--- src/rtl/pbf_pkg.sv ---
// Shared types and constants for the packed 2bpp frame buffer.
package pbf_pkg;

  localparam int unsigned PanelWidthDef  = 300;
  localparam int unsigned PanelHeightDef = 400;

  localparam logic [1:0] ColorHiMask = 2'h2;
  localparam logic [1:0] ColorLoMask = 2'h1;
  localparam logic [7:0] ClearByte   = 8'h00;

  typedef enum logic [1:0] {
    REQ_DRAW = 2'd0,
    REQ_READ = 2'd1,
    REQ_FILL = 2'd2
  } pbf_req_e;

  typedef enum logic [1:0] {
    ST_CLEAR,
    ST_IDLE,
    ST_RESP,
    ST_FILL
  } pbf_state_e;

  typedef struct packed {
    logic [7:0] hi;
    logic [7:0] lo;
  } pbf_mask_t;

endpackage

--- src/rtl/pbf_ctrl.sv ---
// Request sequencer: clear and fill sweeps, read-modify-write, result register.
module pbf_ctrl #(
  parameter int unsigned MemDepth = 30000,
  parameter int unsigned AddrW    = 15
) (
  input  logic               clk_i,
  input  logic               rst_ni,
  input  logic               s_valid_i,
  output logic               s_ready_o,
  input  logic [1:0]         req_type_i,
  input  logic [1:0]         pix_color_i,
  input  logic [7:0]         fill_byte_i,
  input  logic [AddrW-1:0]   addr_i,
  input  logic               bad_i,
  input  pbf_pkg::pbf_mask_t mask_i,
  output logic               m_valid_o,
  input  logic               m_ready_i,
  output logic [7:0]         read_data_o,
  output logic               bad_arg_o,
  output logic               mem_we_o,
  output logic [AddrW-1:0]   mem_waddr_o,
  output logic [7:0]         mem_wdata_o,
  output logic               mem_re_o,
  output logic [AddrW-1:0]   mem_raddr_o,
  input  logic [7:0]         mem_rdata_i
);
  import pbf_pkg::*;

  localparam logic [AddrW-1:0] LastAddr = AddrW'(MemDepth - 1);

  pbf_state_e state_q, state_d;
  logic [AddrW-1:0] cnt_q, cnt_d;
  logic             out_vld_q, out_vld_d;
  logic [7:0]       out_data_q, out_data_d;
  logic             out_bad_q, out_bad_d;
  logic [1:0]       req_q;
  logic             bad_q;
  logic [AddrW-1:0] addr_q;
  pbf_mask_t        mask_q;
  logic [1:0]       color_q;
  logic [7:0]       fill_q;

  logic accept;
  logic sweep_last;
  logic resp_done;
  logic [7:0] mod_byte;

  assign s_ready_o  = (state_q == ST_IDLE);
  assign accept     = s_valid_i && s_ready_o;
  assign sweep_last = (cnt_q == LastAddr);
  assign resp_done  = (state_q == ST_RESP) && (!out_vld_q || m_ready_i);

  always_comb begin
    mod_byte = mem_rdata_i & ~(mask_q.hi | mask_q.lo);
    if ((color_q & ColorHiMask) != 2'b00) begin
      mod_byte = mod_byte | mask_q.hi;
    end
    if ((color_q & ColorLoMask) != 2'b00) begin
      mod_byte = mod_byte | mask_q.lo;
    end
  end

  always_comb begin
    state_d = state_q;
    case (state_q)
      ST_CLEAR: begin
        if (sweep_last) state_d = ST_IDLE;
      end
      ST_IDLE: begin
        if (accept) begin
          state_d = (req_type_i == REQ_FILL) ? ST_FILL : ST_RESP;
        end
      end
      ST_FILL: begin
        if (sweep_last) state_d = ST_RESP;
      end
      ST_RESP: begin
        if (resp_done) state_d = ST_IDLE;
      end
      default: state_d = ST_IDLE;
    endcase
  end

  always_comb begin
    cnt_d       = cnt_q;
    mem_we_o    = 1'b0;
    mem_waddr_o = cnt_q;
    mem_wdata_o = fill_q;
    mem_re_o    = 1'b0;
    mem_raddr_o = addr_i;
    out_vld_d   = out_vld_q && !m_ready_i;
    out_data_d  = out_data_q;
    out_bad_d   = out_bad_q;
    case (state_q)
      ST_CLEAR: begin
        mem_we_o    = 1'b1;
        mem_wdata_o = ClearByte;
        cnt_d       = cnt_q + AddrW'(1);
      end
      ST_IDLE: begin
        cnt_d = '0;
        mem_re_o = accept && !bad_i &&
                   ((req_type_i == REQ_DRAW) || (req_type_i == REQ_READ));
      end
      ST_FILL: begin
        mem_we_o = 1'b1;
        cnt_d    = cnt_q + AddrW'(1);
      end
      ST_RESP: begin
        if (resp_done) begin
          mem_we_o    = (req_q == REQ_DRAW) && !bad_q;
          mem_waddr_o = addr_q;
          mem_wdata_o = mod_byte;
          out_vld_d   = 1'b1;
          out_bad_d   = bad_q;
          out_data_d  = ((req_q == REQ_READ) && !bad_q) ? mem_rdata_i : 8'h00;
        end
      end
      default: begin
        cnt_d = '0;
      end
    endcase
  end

  always_ff @(posedge clk_i or negedge rst_ni) begin
    if (!rst_ni) begin
      state_q   <= ST_CLEAR;
      cnt_q     <= '0;
      out_vld_q <= 1'b0;
    end else begin
      state_q   <= state_d;
      cnt_q     <= cnt_d;
      out_vld_q <= out_vld_d;
    end
  end

  always_ff @(posedge clk_i) begin
    out_data_q <= out_data_d;
    out_bad_q  <= out_bad_d;
    if (accept) begin
      req_q   <= req_type_i;
      bad_q   <= bad_i;
      addr_q  <= addr_i;
      mask_q  <= mask_i;
      color_q <= pix_color_i;
      fill_q  <= fill_byte_i;
    end
  end

  assign m_valid_o   = out_vld_q;
  assign read_data_o = out_data_q;
  assign bad_arg_o   = out_bad_q;

endmodule

--- config.mk ---
export PLATFORM = sky130hd
export DESIGN_NAME = pbf_ctrl
export DESIGN_NICKNAME = d
export VERILOG_FILES = /design/src/rtl/pbf_pkg.sv /design/src/rtl/pbf_ctrl.sv
export SDC_FILE = /design/constraint.sdc
export NUM_CORES = 1
export LEC_CHECK = 0
export BUFFER_PORTS_ARGS = -buffer_cell sky130_fd_sc_hd__buf_2
export CAP_MARGIN = 20
export CORE_ASPECT_RATIO = 1.25
export CORE_UTILIZATION = 49
export DETAILED_ROUTE_END_ITERATION = 7
export PLACE_DENSITY = 0.79
export SYNTH_ARGS = -nofsm -noshare
export SYNTH_HDL_FRONTEND = slang
export SYNTH_SLANG_ARGS = --single-unit
export TNS_END_PERCENT = 10
--- constraint.sdc ---
create_clock -name clk_i -period 7.8 [get_ports clk_i]
set_input_delay 1.56 -clock clk_i [delete_from_list [all_inputs] [get_ports clk_i]]
set_output_delay 1.56 -clock clk_i [all_outputs]
set_load 0.02 [all_outputs]
==> results.md, run 1 <==
- Synthesis Warnings: 0
- # IOs: 107
- Post-CTS Resized: 0
- Overflow after GRT: 0
- Hold Vio Cnt, Final: 0
- Final Skew: roughly 8.7 ps
- Mapped Cells: roughly 240
- Max-Cap Viols: 0
- Critical Path AT: ~3200 ps
- Slew Limit Fails: 0
- Root Buffer Master: clkbuf_8
- Count of cell types in the netlist: 43
- Post-Route WL: roughly 6200 um
- Routed via count: 2217
- GR peak layer: met2
- First-pass GRT wire length: slightly below 10000 um
- Crit path kind: input pin to output pin
- Hpwl dp: 4430 um
- Antenna viol nets, final: 0
- Fillcell total: approximately 520
- Fin nets: 398
- # Post-CTS Setup Buffers: 0
- DIE WIDTH: 74.7 um
- CTS tree: done
- IO Port Bufs: between 100 and 150
- Chip height: just over 90 um
- Largest net degree at the start of global routing: between 40 and 50
- DRC Markers: 0
- F_max: roughly 0.21 GHz
- Tightest hold margin: 496 ps
- Share of the yosys chip area belonging to registers: a little over three fifths
- TNS Setup: 0 ps
- Slew margin rel.: 32.2%
- Ys flop type: edfxtp_1
- Outcome: finished clean
- Post-detailed-route wirelength per cell: between 10 and 15 um
- Area Growth Syn to Fin: 20.7%
- Clk_lat worst skew: around 340 ps
- Synth Cell Area: ~3200 sq um
- Core area: approximately 6300 sq um
- Met2 Use GR: approximately 31%
- Num CTS Buffers: 9
- FF/Latch Area: between 2000 and 2500 sq um
- Crit path capture type: output pin
- Avg Cell Area, Syn: 13.3 sq um
- Power Density: about 330 nW/um^2
- Worst Setup Start Kind: input pin
- Clock transition at path regs: 70 ps
- Cts hold-fix bufs: 0
- Fin crit share: between 60% and 70%
- Max IR drop VDD: slightly above 0.2 mV
- Die area: just under 7000 sq um
- Required time worst endpoint: approximately 6200 ps
- Vias in the first global route: between 2000 and 2500
- Asr flop ratio synth: between 20% and 30%
- Share of layout cells above drive strength 1: 41.3%
- M3 GR Usage: about 3.3%
- Most frequent cells in the layout: 106 x buf_2, 53 x edfxtp_1, 21 x nand2_1
- Static Leak: 1.68 nW
- Grt met1 use: about 25%
- Multi-input gate area: 1020 sq um
- Vias per Instance: 5.20
- Minimum clock period: 4800 ps
- CP Max Fanout: 25
- Worst min path class: flip-flop to flip-flop
- Commonest non-fill, non-tap cell in the layout: buf_2
- CTS max path bufs: 2
- Clock sink count: 71
- Worst slew pin tran: roughly 1000 ps
- Post-synth EDFFs: between 50 and 60
- Drt first pass iters: 4
- Diode count: 0
- Yosys reg bits: about 70
- Starting Density: 51.5%
- H-tree Lvls: 3
- Rows: 32
- Total GRT Usage: between 10% and 20%
- Initial drt markers: 91
- GPL Wtd Cong: between 0.7 and 0.8
- Initial antenna violation count: 0
- RSZ-0062 raised after global routing: false
- # setup viols final: 0
- Mapped Nets: 305
==> cells by family (layout without fill, tap and decap cells) <==
kind of cell	after synthesis	after routing	share of synthesized area, %
AO/OA/AOI/OAI	31	31	6.34
XOR/XNOR	5	5	1.35
adder cells (fa/ha/maj)	6	6	2.32
buffers and inverters	28	126	5.49
flip-flops	71	71	63.1
multiplexers	21	21	7.27
AND/OR/NAND/NOR	81	81	14.1
==> flip-flops by register name (all words and copies together), names as in the netlist <==
register and count:
cnt_q 15, req_q 2, m_valid_o 1, bad_arg_o 1
color_q 2, state_q 2, bad_q 1, read_data_o 8
addr_q 15, fill_q 8, mask_q 16
==> cell usage after synthesis, drive strengths merged (2+ instances only) <==
cell type,instances,area [sq um]
and4,2,17.5
nand2,21,78.8
clkbuf,5,20.0
nand3,5,25.0
nand4,4,25.0
o21ai,15,75.1
a21oi,3,15.0
ha,6,75.1
mux2,17,195
nand2b,3,18.8
or4,3,22.5
dfrtp,18,450
nor3b,10,75.1
and2,9,56.3
mux2i,4,40.0
nor2,13,48.8
a221oi,8,70.1
buf,19,143
inv,4,15.0
xor2,4,35.0
nor4,2,18.8
edfxtp,53,1590
==> critical path, stage by stage <==
cell and delay (ps):
buf_2 80, nand2b_1 120, nand2_1 540, or4_1 630, a21oi_1 140, buf_2 170
==> per-layer routing <==
layer	vias up	wire length, um	part of all wire [%]
met5	-	0	0
met3	14	320	5.1
li1	1073	-	-
met2	87	3140	50
met1	1043	2630	42
met4	0	143	2.3
==> final cells by class <==
type                       instances  area share (%)
multi-input combinational        144            26.1
timing repair buffer             106            13.6
inverter                           4           0.384
clock inverter                     7            1.83
clock buffer                       9            3.17
tap                               85            2.72
sequential                        71            52.3
==> stage by stage <==
step	util, %	instance area, sq um	power (W)	worst slack (ps)	std cells
floorplan	-	3240	0.000862	2970	243
global placement	59.1	3710	0.000987	2970	410
detailed placement	59.1	3710	0.000999	2950	410
CTS	62.2	3910	0.00129	2940	426
global route	62.2	3910	0.00135	2790	426
finish	62.2	3910	0.00127	3000	426
==> report_power, final <==
part           switching [W]  internal [W]
registers          0.0000353      0.000491
logic               0.000296      0.000165
clock network       0.000138      0.000147
==> final timing paths <==
check / to / slack, ps / start / cells after the start
setup / recovery: mem_we_o / 3000 / m_ready_i / 6
min in group asynchronous: cnt_q[5] / 1140 / rst_ni / 1
setup reg to reg: read_data_o[0] / 5060 / state_q[0] / 4
hold reg to reg: bad_arg_o / 500 / bad_q / 0
max in group asynchronous: state_q[1] / 6360 / rst_ni / 1
hold / removal: bad_arg_o / 500 / bad_q / 0
Power figures use the tool's default switching activity.
==> run 2, diff against run 1 <==
--- a/config.mk
+++ b/config.mk
@@ -8,9 +8,9 @@
 export BUFFER_PORTS_ARGS = -buffer_cell sky130_fd_sc_hd__buf_2
 export CAP_MARGIN = 20
 export CORE_ASPECT_RATIO = 1.25
-export CORE_UTILIZATION = 49
+export CORE_UTILIZATION = 45
 export DETAILED_ROUTE_END_ITERATION = 7
-export PLACE_DENSITY = 0.79
+export PLACE_DENSITY = 0.76
 export SYNTH_ARGS = -nofsm -noshare
 export SYNTH_HDL_FRONTEND = slang
 export SYNTH_SLANG_ARGS = --single-unit
==> constraint.sdc (replaced) <==
create_clock -name clk_i -period 4.19 [get_ports clk_i]
set_input_delay 0.838 -clock clk_i [delete_from_list [all_inputs] [get_ports clk_i]]
set_output_delay 0.838 -clock clk_i [all_outputs]
set_load 0.02 [all_outputs]
==> run 2 against run 1 <==
Compared with the run above: critical path depth stayed put; clock skew is 1.5 ps lower; setup slack worse by 2200 ps; final cell count is 1.6% higher; total power is 91% higher; via count is 0.63% higher; sequential cell count stayed put; hold slack worse by 85 ps; die area is 8.7% higher; routed wire length is 4.4% higher; largest cell class unchanged; largest power group unchanged; highest routed layer unchanged.
==> results.md, run 2 (same netlist as run 1, synthesis figures left out) <==
- Clock transition at path regs: 70 ps (about the same)
- Antenna viol nets, final: 0 (unchanged)
- Slew Limit Fails: 0 (unchanged)
- Fillcell total: 607 (+17%)
- Fin nets: 400 (+0.50%)
- Initial antenna violation count: 0 (unchanged)
- DRC Markers: 0 (unchanged)
- Area Growth Syn to Fin: 21.9%
- Num CTS Buffers: 9 (unchanged)
- Diode count: 0 (unchanged)
- Most frequent cells in the layout: 106 x buf_2, 53 x edfxtp_1, 21 x nand2_1
- Crit path kind: flip-flop to output pin
- CTS max path bufs: 2 (unchanged)
- F_max: 0.293 GHz
- CTS tree: done
- Worst min path class: input pin to async pin
- GPL Wtd Cong: 0.836 (+8.4%)
- Hold Vio Cnt, Final: 0 (unchanged)
- # IOs: 107 (unchanged)
- Rows: 34 (+6.3%)
- Max reg flops: 16 (unchanged)
- Fin crit share: between 80% and 90%
- Final Skew: 7.12 ps (-1.54 ps)
- Overflow after GRT: 0 (unchanged)
- Routed via count: 2231 (+0.63%)
- Hpwl dp: 4770 um (+7.7%)
- IO Port Bufs: 106 (unchanged)
- Worst Setup Start Kind: flip-flop
- H-tree Lvls: 3 (unchanged)
- TNS Setup: 0 ps (unchanged)
- Starting Density: 46.4% (-5.1 points)
- Reg2Reg Capture Point: read_data_o[7]
- Largest regs: mask_q (16), addr_q (15), cnt_q (15)
- Vias per Instance: 5.15 (-1.0%)
- Multi-input gate area: 1020 sq um (unchanged)
- Outcome: finished clean
- Largest net degree at the start of global routing: 45 (-2.2%)
- Post-Route WL: 6520 um (+4.4%)
- Clk_lat worst skew: 340 ps (about the same)
- CP Max Fanout: 19 (-24%)
- FF/Latch Area: 2040 sq um (unchanged)
- Max-Cap Viols: 0 (unchanged)
- Share of layout cells above drive strength 1: 41.7% (+0.34 points)
- Minimum clock period: 3410 ps
- RSZ-0062 raised after global routing: false
- Reg-to-reg setup timing slack: 1760 ps (-3300 ps)
- Required time worst endpoint: 3350 ps (-2890 ps)
- Core area: 6980 sq um (+11%)
- Worst r2r src: state_q[0]
- Total GRT Usage: 18.4% (-1.2 points)
- R2R cell count: 5 (+1)
- Place WS: 1110 ps (-1840 ps)
- Post-detailed-route wirelength per cell: 15.0 um (+2.7%)
- DIE WIDTH: 77.9 um (+4.2%)
- Initial drt markers: 147 (+62%)
- Post-CTS Resized: 0 (unchanged)
- Static Leak: 1.70 nW (+1.1%)
- First-pass GRT wire length: 10300 um (+4.8%)
- Die area: 7540 sq um (+8.7%)
- Fin util: 56.6% (-5.6 points)
- Clock sink count: 71 (unchanged)
- Drt first pass iters: 4 (unchanged)
- Largest reg by FF count: mask_q
- Max IR drop VDD: 0.359 mV (+77%)
- Cts hold-fix bufs: 0 (unchanged)
- Vias in the first global route: 2196 (+1.9%)
- Final WS setup: 780 ps (-2220 ps)
- Root Buffer Master: clkbuf_8
- # Post-CTS Setup Buffers: 0 (unchanged)
- Crit path capture type: output pin
- Chip height: 96.8 um (+4.3%)
- Commonest non-fill, non-tap cell in the layout: buf_2
- Power Density: 616 nW/um^2 (+89%)
- Critical Path AT: 2570 ps (-670 ps)
- Worst slew pin tran: 959 ps (-57.7 ps)
- Slew margin rel.: 35.9% (+3.7 points)
- # setup viols final: 0 (unchanged)
[run 2: cell types whose count changed in the layout (fill, tap and decap cells not counted)]
cell | previous run | this run
clkinv_1 | 1 | 0
inv_6 | 1 | 0
clkinv_4 | 1 | 0
bufinv_16 | 1 | 2
clkinv_2 | 1 | 2
clkbuf_1 | 0 | 1
buf_4 | 0 | 2
[run 2: layout make-up]
| type | instances | share of cell area [%] |
|---|---|---|
| Clock inverter | 6 | 2.16 |
| Timing Repair Buffer | 108 | 13.8 |
| Tap cell | 90 | 2.85 |
| Inverter | 4 | 0.380 |
| Clock buffer | 10 | 3.23 |
| Multi-Input combinational cell | 144 | 25.8 |
| Sequential cell | 71 | 51.7 |
[run 2: worst max path at each step]
stage / start / endpoint / depth (start not counted)
2_1_floorplan: state_q[1] / mem_re_o / 4
3_3_place_gp: m_ready_i / mem_waddr_o[14] / 6
3_5_place_dp: state_q[0] / mem_we_o / 6
4_1_cts: state_q[0] / mem_we_o / 6
5_1_grt: state_q[0] / mem_we_o / 6
6_report: state_q[0] / mem_we_o / 6
[run 2: worst max-delay path: stages (launching register included)]
cell and delay, ps:
dfrtp_1 430, inv_1 110, ha_1 510, nand2_1 380, or4_1 490, a21oi_1 150
buf_2 170
[run 2: per-stage QoR]
step           instances  hold WS, ps  total power [W]  cell area [sq um]
6_report             433          410          0.00243               3950
5_1_grt              433          428          0.00256               3950
4_1_cts              433          416          0.00246               3950
3_5_place_dp         417          498          0.00187               3730
3_3_place_gp         417          488          0.00185               3730
2_1_floorplan        243          444          0.00160               3240
[run 2: per-layer routing]
| metal | up-vias | track usage (%) | share of wire (%) |
|---|---|---|---|
| met5 | - | 0 | 0 |
| met4 | 0 | 11.2 | 2.9 |
| met3 | 15 | 3.68 | 4.8 |
| met2 | 73 | 30.8 | 52 |
| met1 | 1066 | 21.4 | 40 |
| li1 | 1077 | - | - |
[run 2: power by group]
group | internal, W | total (W) | switching [W]
Sequential | 0.000911 | 0.000975 | 0.0000640
Combinational | 0.000315 | 0.000872 | 0.000557
Clock | 0.000333 | 0.000582 | 0.000249
