### src/rtl/pbf_pkg.sv
// Shared types and constants for the packed 2bpp frame buffer.
package pbf_pkg;

  localparam int unsigned PanelWidthDef  = 300;
  localparam int unsigned PanelHeightDef = 400;

  localparam logic [1:0] ColorHiMask = 2'h2;
  localparam logic [1:0] ColorLoMask = 2'h1;
  localparam logic [7:0] ClearByte   = 8'h00;

  typedef enum logic [1:0] {
    REQ_DRAW = 2'd0,
    REQ_READ = 2'd1,
    REQ_FILL = 2'd2
  } pbf_req_e;

  typedef enum logic [1:0] {
    ST_CLEAR,
    ST_IDLE,
    ST_RESP,
    ST_FILL
  } pbf_state_e;

  typedef struct packed {
    logic [7:0] hi;
    logic [7:0] lo;
  } pbf_mask_t;

endpackage

### src/rtl/pbf_addr.sv
// Range check, coordinate mirroring, byte index and bit masks for a request.
module pbf_addr #(
  parameter int unsigned PanelWidth  = 300,
  parameter int unsigned PanelHeight = 400,
  parameter int unsigned AddrW       = 15
) (
  input  logic [1:0]           req_type_i,
  input  logic [8:0]           pix_x_i,
  input  logic [8:0]           pix_y_i,
  input  logic [14:0]          read_index_i,
  output logic [AddrW-1:0]     addr_o,
  output logic                 bad_o,
  output pbf_pkg::pbf_mask_t   mask_o
);
  import pbf_pkg::*;

  localparam int unsigned DataWidth  = (PanelWidth + 1) / 2;
  localparam int unsigned DataHeight = (PanelHeight + 1) / 2;
  localparam int unsigned MemDepth   = DataWidth * DataHeight;

  localparam logic [9:0]  WidthC  = 10'(PanelWidth);
  localparam logic [9:0]  HeightC = 10'(PanelHeight);
  localparam logic [16:0] RowC    = 17'(DataWidth);
  localparam logic [16:0] DepthC  = 17'(MemDepth);

  logic        in_panel;
  logic [9:0]  mx_full;
  logic [9:0]  my_full;
  logic [8:0]  mx;
  logic [8:0]  my;
  logic [16:0] row_base;
  logic [16:0] draw_idx;
  logic [16:0] read_idx;
  logic [16:0] sel_idx;
  logic [2:0]  pos_hi;
  logic [2:0]  pos_lo;

  always_comb begin
    in_panel = ({1'b0, pix_x_i} < WidthC) && ({1'b0, pix_y_i} < HeightC);
    mx_full  = WidthC - 10'd1 - {1'b0, pix_x_i};
    my_full  = HeightC - 10'd1 - {1'b0, pix_y_i};
    mx       = mx_full[8:0];
    my       = my_full[8:0];
    row_base = 17'(my[8:1]) * RowC;
    draw_idx = row_base + 17'(mx[8:1]);
    read_idx = {2'b00, read_index_i};
    pos_hi   = {~mx[0], 1'b1, ~my[0]};
    pos_lo   = {~mx[0], 1'b0, ~my[0]};
    mask_o.hi = 8'h01 << pos_hi;
    mask_o.lo = 8'h01 << pos_lo;

    case (req_type_i)
      REQ_DRAW: begin
        sel_idx = draw_idx;
        bad_o   = !in_panel || (draw_idx >= DepthC);
      end
      REQ_READ: begin
        sel_idx = read_idx;
        bad_o   = read_idx >= DepthC;
      end
      default: begin
        sel_idx = read_idx;
        bad_o   = 1'b0;
      end
    endcase
    addr_o = sel_idx[AddrW-1:0];
  end

endmodule

### config.mk
export PLATFORM = sky130hd
export DESIGN_NAME = pbf_addr
export DESIGN_NICKNAME = d
export VERILOG_FILES = /design/src/rtl/pbf_pkg.sv /design/src/rtl/pbf_addr.sv
export SDC_FILE = /design/constraint.sdc
export NUM_CORES = 1
export LEC_CHECK = 0
export ABC_AREA = 1
export BUFFER_PORTS_ARGS = -buffer_cell sky130_fd_sc_hd__buf_2
export CAP_MARGIN = 20
export CORE_UTILIZATION = 27
export DETAILED_ROUTE_END_ITERATION = 8
export GPL_ROUTABILITY_DRIVEN = 0
export GPL_TIMING_DRIVEN = 0
export PLACE_DENSITY = 0.44
export SYNTH_ARGS = -nofsm -noshare
export SYNTH_HDL_FRONTEND = slang
export SYNTH_SLANG_ARGS = --single-unit
### constraint.sdc
create_clock -name vclk -period 13.1
set_input_delay 1.31 -clock vclk [all_inputs]
set_output_delay 1.31 -clock vclk [all_outputs]
set_load 0.1 [all_outputs]
==> impl.org, run 1 <==
** STA
- Setup violations remaining at the end of the flow were counted as 0.
- The max-slew violation count is 0.
- Worst Slack Setup Final :: ~5600 ps
- Setup repair after global routing left no endpoint under its margin.
- Dividing the final minimum period by the clock period gives 0.570.
- Total negative slack :: 0 ps
- At the pin with the least slew margin, the transition time is just over 500 ps.
- Final period demand of the worst path :: between 7000 and 8000 ps
- Maximum operating frequency :: about 130 MHz
- Worst-case headroom to the max-slew limit :: 0.656
- The final hold violation count was 0.

** Clock network
- Post-CTS Setup Bufs :: 0
- Hold buffer count at CTS :: 0
- In this run, post-CTS repair resized a total of 0 instances.

** Critical path
- Most used cell along the critical path :: sky130_fd_sc_hd__nand2_1
- The largest individual stage delay along the critical path comes from the cell sky130_fd_sc_hd__fa_1.
- Data required time of the worst path :: 11790 ps
- Delay of the slowest critical-path stage :: between 400 and 500 ps
- Crit path arrival time :: between 6000 and 7000 ps
- In this run the worst path has a maximum fanout of 5.
- Kind of critical path :: input pin to output pin
- The worst setup path is launched from an input pin.
- Worst Setup End Kind :: output pin
- The kind of cell with the highest combined delay along the critical path is adder cells.
- The number of buffers and inverters on the critical path is 5.

** Routing
- Detailed routing inserted a total of approximately 2500 vias.
- After detailed routing, the number of vias per cell comes to between 4 and 5.
- For this block, the routed nets add up to a little under 6 mm of wire.
- Number of nets with antenna violations after detailed routing :: 0
- Total iterations of the first detailed-routing run :: 4
- In this run, the number of DRC markers left after iteration 0 of detailed routing was 52.
- Dividing the detail-routed wire length by the instance count gives 10.1 µm.
- After detailed routing, the number of remaining DRC violations is 0.

** Logic synthesis
- The synthesized netlist contains 35 unique library cells.
- For this run, the register share of the synthesized area comes to 0.
- After synthesis the cells add up to around 2400 µm².
- Summed over all instances, the cell type with the most area after synthesis is sky130_fd_sc_hd__ha_1.
- Yosys printed 0 warnings.
- Dividing the synthesized area by the synthesized cell count gives roughly 6 µm².
- Main area contributors after synthesis :: sky130_fd_sc_hd__ha_1, sky130_fd_sc_hd__nand2_1, sky130_fd_sc_hd__inv_1
- After technology mapping, the gate count stands at between 400 and 500.
- Of the post-synthesis cell area, the dominant cell type holds 0.238.
- sky130_fd_sc_hd__nand2_1 is the most common cell in the netlist.
- By count the netlist is led by sky130_fd_sc_hd__nand2_1, sky130_fd_sc_hd__inv_1, sky130_fd_sc_hd__ha_1, sky130_fd_sc_hd__nor2_1, sky130_fd_sc_hd__nand3_1.

** Floorplan
- After floorplanning, the core was sized to cover about 8700 µm².
- Rows :: 34
- In this run the count of I/O pins placed on the die edge is 67.
- The initial utilization of the core area, before any placement, comes to 0.279.
- Die Footprint :: ~9300 µm²
- The floorplan step set the die height to just under 100 µm.
- Chip width :: 96.6 µm

** Outcome
- Result of the run :: complete, no violations

** Global routing
- Wire length of the first global-routing pass :: slightly above 10 mm
- Across every metal layer, demand over resource in global routing totals 0.126.
- Number of antenna violations at the first check in global routing :: 0
- The number of global-route vias before repair was around 2400.
- Largest net degree at the start of global routing :: 11
- Global route total overflow :: 0

** Power
- Across the VDD grid, the largest voltage drop is between 0.00004 and 0.00005 V.
- Power density over the cells :: ~180 nW/µm²
- Cell leakage power :: about 0.0018 µW

** Run
- MaxCap Viol Count :: 0

** Final layout
- Number of diodes added for antenna fixing :: 0
- Clock buffer instance count of the final layout :: 0
- Fraction of layout instances using a drive strength above 1 :: 0.210
- Final net count :: 563
- Compared with the post-synthesis result, the final layout area differs by 18.9%.
- Sequential Area :: 0 µm²
- Sequential cell count :: 0
- Measured on the finished design, the core utilization comes to 0.331.

** Placement
- DP Worst Slack :: between 5000 and 6000 ps
- The count of buffers added on input and output ports is roughly 60.
- Sum of net half-perimeters after detailed placement :: 5.38 mm

** Hold path
- The worst hold path belongs to the class input pin to output pin.
[layout by cell type, fill, tap and decap left out, types with 2 or more instances in the layout]
cell type                  count
sky130_fd_sc_hd__nand2_1     107
sky130_fd_sc_hd__clkbuf_1      2
sky130_fd_sc_hd__nor2_1       35
sky130_fd_sc_hd__nand3b_1      2
sky130_fd_sc_hd__nand3_1      30
sky130_fd_sc_hd__nand3_2       3
sky130_fd_sc_hd__a31oi_1       5
sky130_fd_sc_hd__fa_1          8
sky130_fd_sc_hd__or2_2         2
sky130_fd_sc_hd__nor2_2        2
sky130_fd_sc_hd__buf_4        12
sky130_fd_sc_hd__nand4_1       6
sky130_fd_sc_hd__ha_1         46
sky130_fd_sc_hd__conb_1        8
sky130_fd_sc_hd__nand2_2      11
sky130_fd_sc_hd__o21ai_0       7
sky130_fd_sc_hd__a21oi_1      18
sky130_fd_sc_hd__inv_1        80
sky130_fd_sc_hd__a21oi_2       2
sky130_fd_sc_hd__xnor2_1       6
sky130_fd_sc_hd__xor2_1        5
sky130_fd_sc_hd__mux2_2        2
sky130_fd_sc_hd__buf_2        59
sky130_fd_sc_hd__nor2_4        2
[cell families after synthesis]
| logic type | share of synthesized area |
|---|---|
| mux | 0.00932 |
| simple gates | 0.383 |
| fa+ha+maj | 0.304 |
| xor+xnor | 0.0399 |
| other cells | 0.00155 |
| compound gates | 0.0916 |
| buf+inv | 0.171 |
[through the flow]
| step | total power [µW] | instances | cell area, µm² | hold slack (ps) |
|---|---|---|---|---|
| after floorplan | 442 | 413 | 2440 | 2960 |
| after global placement | 531 | 580 | 2870 | 3020 |
| after detailed placement | 534 | 580 | 2870 | 3020 |
| after CTS | 536 | 580 | 2870 | 3030 |
| after global routing | 606 | 580 | 2870 | 3030 |
| final | 529 | 580 | 2870 | 3020 |
[worst paths after layout]
| path | from | end | depth (start not counted) |
|---|---|---|---|
| setup / recovery | pix_y_i[4] | bad_o | 26 |
| hold / removal | pix_x_i[1] | addr_o[0] | 3 |
[layer usage]
layer  part of all wire  up-vias  GRT usage
met5                  0        -          0
met4              0.012        0     0.0126
met3              0.042        2    0.00650
met1               0.50     1044      0.167
met2               0.45       61      0.231
li1                   -     1400          -
[tightest hold or removal path, delay by kind of cell]
family / cells / cell delay [ps]
buffers and inverters: 2 / 360
AOI/OAI and AO/OA: 1 / 40
[power by group]
group | internal (µW) | switching (µW) | total (µW) | leakage, µW
Combinational | 159 | 370 | 529 | 0.00177
Sequential | 0 | 0 | 0 | 0
Clock | 0 | 0 | 0 | 0
Total | 159 | 370 | 529 | 0.00177
[area by class of cell]
| class | count | area, µm² |
|---|---|---|
| timing repair buffer | 59 | 295 |
| buffer | 15 | 109 |
| fill | 998 | 5800 |
| inverter | 81 | 304 |
| multi-input combinational | 317 | 2030 |
| tap | 108 | 135 |
(Power assumes the default switching activity.)
==> run 2, diff against run 1 <==
--- a/config.mk
+++ b/config.mk
@@ -5,14 +5,14 @@
 export SDC_FILE = /design/constraint.sdc
 export NUM_CORES = 1
 export LEC_CHECK = 0
-export ABC_AREA = 1
+export ABC_AREA = 0
 export BUFFER_PORTS_ARGS = -buffer_cell sky130_fd_sc_hd__buf_2
 export CAP_MARGIN = 20
 export CORE_UTILIZATION = 27
 export DETAILED_ROUTE_END_ITERATION = 8
 export GPL_ROUTABILITY_DRIVEN = 0
 export GPL_TIMING_DRIVEN = 0
-export PLACE_DENSITY = 0.44
+export PLACE_DENSITY = 0.46
 export SYNTH_ARGS = -nofsm -noshare
 export SYNTH_HDL_FRONTEND = slang
 export SYNTH_SLANG_ARGS = --single-unit
==> constraint.sdc (replaced) <==
create_clock -name vclk -period 6.7
set_input_delay 0.67 -clock vclk [all_inputs]
set_output_delay 0.67 -clock vclk [all_outputs]
set_load 0.1 [all_outputs]
==> run 2 against run 1 <==
Cell count is 21% lower. Utilization increased by 1.3 points. Routed wire length is 13% lower. Design area decreased by 7.9%. Global-route usage down 0.29 points. Setup slack got worse by 5300 ps. Synthesized cell count down 28%. Non-clock buffer count rose by 4. First-iteration DRC count grew 54%. Count of clock-buffer cells in the layout stayed put.
==> impl.org, run 2 <==
** Outcome
- The flow ran to the end, and the final reports show no timing, DRC or antenna violations.

** Final layout
- The sequential cell area in the final layout was 0 µm² (unchanged).
- Number of diodes added for antenna fixing :: 0 (unchanged)
- The library cell used most frequently in the layout, excluding fill and tap cells, is sky130_fd_sc_hd__buf_2.
- Commonest cells after routing, fill and taps aside :: sky130_fd_sc_hd__buf_2, sky130_fd_sc_hd__ha_1, sky130_fd_sc_hd__inv_1
- The final net count was 450 (-20%).
- Clock buffer instance count of the final layout :: 0 (unchanged)
- Relative to the synthesized area, the layout overhead comes to 23.9%.
- Area used by multi-input combinational logic :: 1970 µm² (-3.0%)
- Sequential cell count :: 0 (unchanged)
- Fraction of layout instances using a drive strength above 1 :: 0.259 (+0.0493)
- Fill cells :: 856 (-14%)

** Hold path
- In this run the worst hold path is classified as input pin to output pin.
- Hold path startpoint :: req_type_i[1]
- Hold-critical path depth :: 3 (unchanged)
- The worst hold path terminates at bad_o.

** Critical path
- The worst setup path is captured at an output pin.
- The maximum net fanout on the critical path was 6 (+1).
- The required time at the worst-slack endpoint was 6030 ps (-5760 ps).
- The arrival time of the worst setup path was 5680 ps (-480 ps).
- The worst setup path is of the input pin to output pin kind.
- Element type at the critical path start :: input pin
- Critical path startpoint :: pix_y_i[4]

** Logic synthesis
- The largest total area in the synthesized netlist belongs to sky130_fd_sc_hd__ha_1.
- Share of the synthesized area in the top cell type :: 0.269 (+0.0314)
- Number of cells produced by synthesis :: 291 (-28%)
- Most used standard cell by instance count after synthesis :: sky130_fd_sc_hd__ha_1
- Area of the mapped netlist :: 2140 µm² (-12%)
- Main area contributors after synthesis :: sky130_fd_sc_hd__ha_1, sky130_fd_sc_hd__fa_1, sky130_fd_sc_hd__xnor2_1
- Synthesized area per cell :: 7.34 µm² (+23%)
- The share of synthesized area occupied by flip-flops and latches is 0 (unchanged).
- Leading cell types by count after synthesis :: sky130_fd_sc_hd__ha_1, sky130_fd_sc_hd__inv_1, sky130_fd_sc_hd__nand2_1, sky130_fd_sc_hd__nor2_1, sky130_fd_sc_hd__o21ai_0
- Number of unique standard cell types used by synthesis :: 49 (+40%)
- The count of synthesis-stage warnings from yosys is 0 (unchanged).

** Floorplan
- The area of the die was 8270 µm² (-11%).
- Die Span Y :: 90.9 µm (-5.9%)
- Number of I/O pins :: 67 (unchanged)
- The effective utilization at floorplan came to 0.278 (-0.000715).
- The floorplan die width came to 90.9 µm (-5.9%).
- The standard-cell row count was 32 (-5.9%).
- Core box area :: 7690 µm² (-11%)

** STA
- Static timing analysis puts the maximum clock frequency at 157 MHz.
- The final total negative setup slack is 0 ps (unchanged).
- The final setup violation count came to 0 (unchanged).
- Fin. max-slew vios :: 0 (unchanged)
- The final setup slack of the worst path is 348 ps (-5280 ps).
- Period Utilization, post-route :: 0.948
- Setup repair after global routing missed its margin :: false
- The final hold violation count was 0 (unchanged).
- The worst path in the final design needs a cycle of 6350 ps, including I/O delays and setup.

** Power
- The total power density per cell area came to 380 nW/µm² (+110%).
- The maximum vdd ir drop is 0.000119 V (+190%).
- The proportion of total power due to net switching came to 0.646 (-0.0545).
- Clock network power share :: 0 (unchanged)
- The switching power summed over all nets came to 649 µW (+75%).
- Cell leakage power :: 0.00142 µW (-20%)
- Fraction of power consumed by combinational cells :: 1.000 (about the same)
- Fraction of power consumed by sequential logic :: 0 (unchanged)
- The internal power summed over all cells was 356 µW (+120%).

** Routing
- Routed via count :: 2139 (-15%)
- Total length of routed wires :: 5.08 mm (-13%)
- The length of the first detailed-routing pass in iterations was 4 (unchanged).
- Number of nets with antenna violations after detailed routing :: 0 (unchanged)
- Wirelength per Cell :: 11.0 µm (+9.6%)
- The average via count per standard cell came to 4.64 (+7.3%).
- Violation count after the first detailed-route iteration :: 80 (+54%)
- Detailed-route DRC error count :: 0 (unchanged)

** Placement
- The sum of net half-perimeters after detailed placement is 4.63 mm (-14%).
- DP Worst Slack :: 83.2 ps (-5490 ps)
- The number of buffer cells added on primary ports was 59 (unchanged).

** Global routing
- Global route total overflow :: 0 (unchanged)
- Via count of the first global-routing pass :: 1931 (-18%)
- The number of antenna violations at the first check in global routing came to 0 (unchanged).
- The global-route total usage across every layer was 0.123 (-0.00295).
- The largest net degree at the start of global routing is 11 (unchanged).
- The first-pass GRT wire length came to 8.65 mm (-15%).

** Clock network
- The number of hold buffers added after cts is 0 (unchanged).

** Run
- The number of max-capacitance violations reported was 0 (unchanged).
==> run 2: cell count changes after synthesis, sizes merged, moves of 5 or more <==
cell	before	now
inv	81	33
a211oi	0	5
nand3	34	3
xnor2	6	16
o21a	1	6
nor2b	0	5
a31oi	5	0
nor2	39	19
o21ai	7	18
nor3	0	5
a21o	1	7
nand2	119	31
==> run 2: layout make-up <==
type                       count  area share
tap                          102      0.0482
multi-input combinational    248       0.745
timing repair buffer          61       0.118
inverter                      33      0.0468
buffer                        17      0.0421
==> run 2: power groups by stage <==
stage          Sequential, µW  Clock [µW]  Combinational, µW
5_1_grt                     0           0               1120
6_report                    0           0               1010
2_1_floorplan               0           0                825
3_3_place_gp                0           0                995
4_1_cts                     0           0               1000
3_5_place_dp                0           0               1000
==> run 2: worst max path at each step <==
stage,endpoint,depth (start not counted)
final,bad_o,22
after global routing,bad_o,22
after CTS,bad_o,20
after detailed placement,bad_o,22
after global placement,bad_o,22
after floorplan,addr_o[14],18
==> run 2: cell families (layout without fill, tap and decap cells) <==
| family | count (synthesis) | in the layout | synth area share |
|---|---|---|---|
| AOI/OAI and AO/OA | 71 | 71 | 0.221 |
| xor gates and xnor gates | 24 | 24 | 0.102 |
| muxes | 3 | 3 | 0.0146 |
| adders and majority gates | 54 | 54 | 0.344 |
| and+or+nand+nor | 88 | 88 | 0.206 |
| other | 1 | 8 | 0.00176 |
| buffers and inverters | 50 | 111 | 0.110 |
==> run 2: critical path: stages <==
cell	delay, ps
sky130_fd_sc_hd__buf_2	180
sky130_fd_sc_hd__inv_1	60
sky130_fd_sc_hd__ha_1	230
sky130_fd_sc_hd__xnor2_2	290
sky130_fd_sc_hd__ha_1	300
sky130_fd_sc_hd__ha_1	280
sky130_fd_sc_hd__ha_1	270
sky130_fd_sc_hd__inv_1	50
sky130_fd_sc_hd__fa_1	500
sky130_fd_sc_hd__inv_1	40
sky130_fd_sc_hd__ha_1	350
sky130_fd_sc_hd__xnor2_1	150
sky130_fd_sc_hd__ha_1	230
sky130_fd_sc_hd__or4_1	390
sky130_fd_sc_hd__o21ai_0	70
sky130_fd_sc_hd__o21bai_2	150
sky130_fd_sc_hd__and4b_1	250
sky130_fd_sc_hd__o21bai_1	150
sky130_fd_sc_hd__or4_1	390
sky130_fd_sc_hd__a311oi_1	330
sky130_fd_sc_hd__o22ai_2	110
sky130_fd_sc_hd__buf_4	240
==> run 2: metal layers <==
metal	track usage	vias up	share of wire
li1	-	1131	-
met1	0.169	977	0.49
met2	0.226	31	0.48
met3	0.00335	0	0.027
met4	0	0	0
met5	0	-	0
==> run 2: per-stage QoR <==
step | total power, µW | instances | area, µm² | util | hold slack, ps
floorplan | 825 | 298 | 2170 | - | 1680
global placement | 995 | 459 | 2590 | 0.337 | 1770
detailed placement | 1000 | 459 | 2590 | 0.337 | 1770
CTS | 1000 | 459 | 2590 | 0.337 | 1770
global route | 1120 | 461 | 2650 | 0.344 | 1770
finish | 1010 | 461 | 2650 | 0.344 | 1750
==> run 2: timing repair <==
action | 4_1_cts | 5_1_grt
setup buffers | 0 | 2
resized for setup | 0 | 9
setup endpoints to repair | 0 | 2
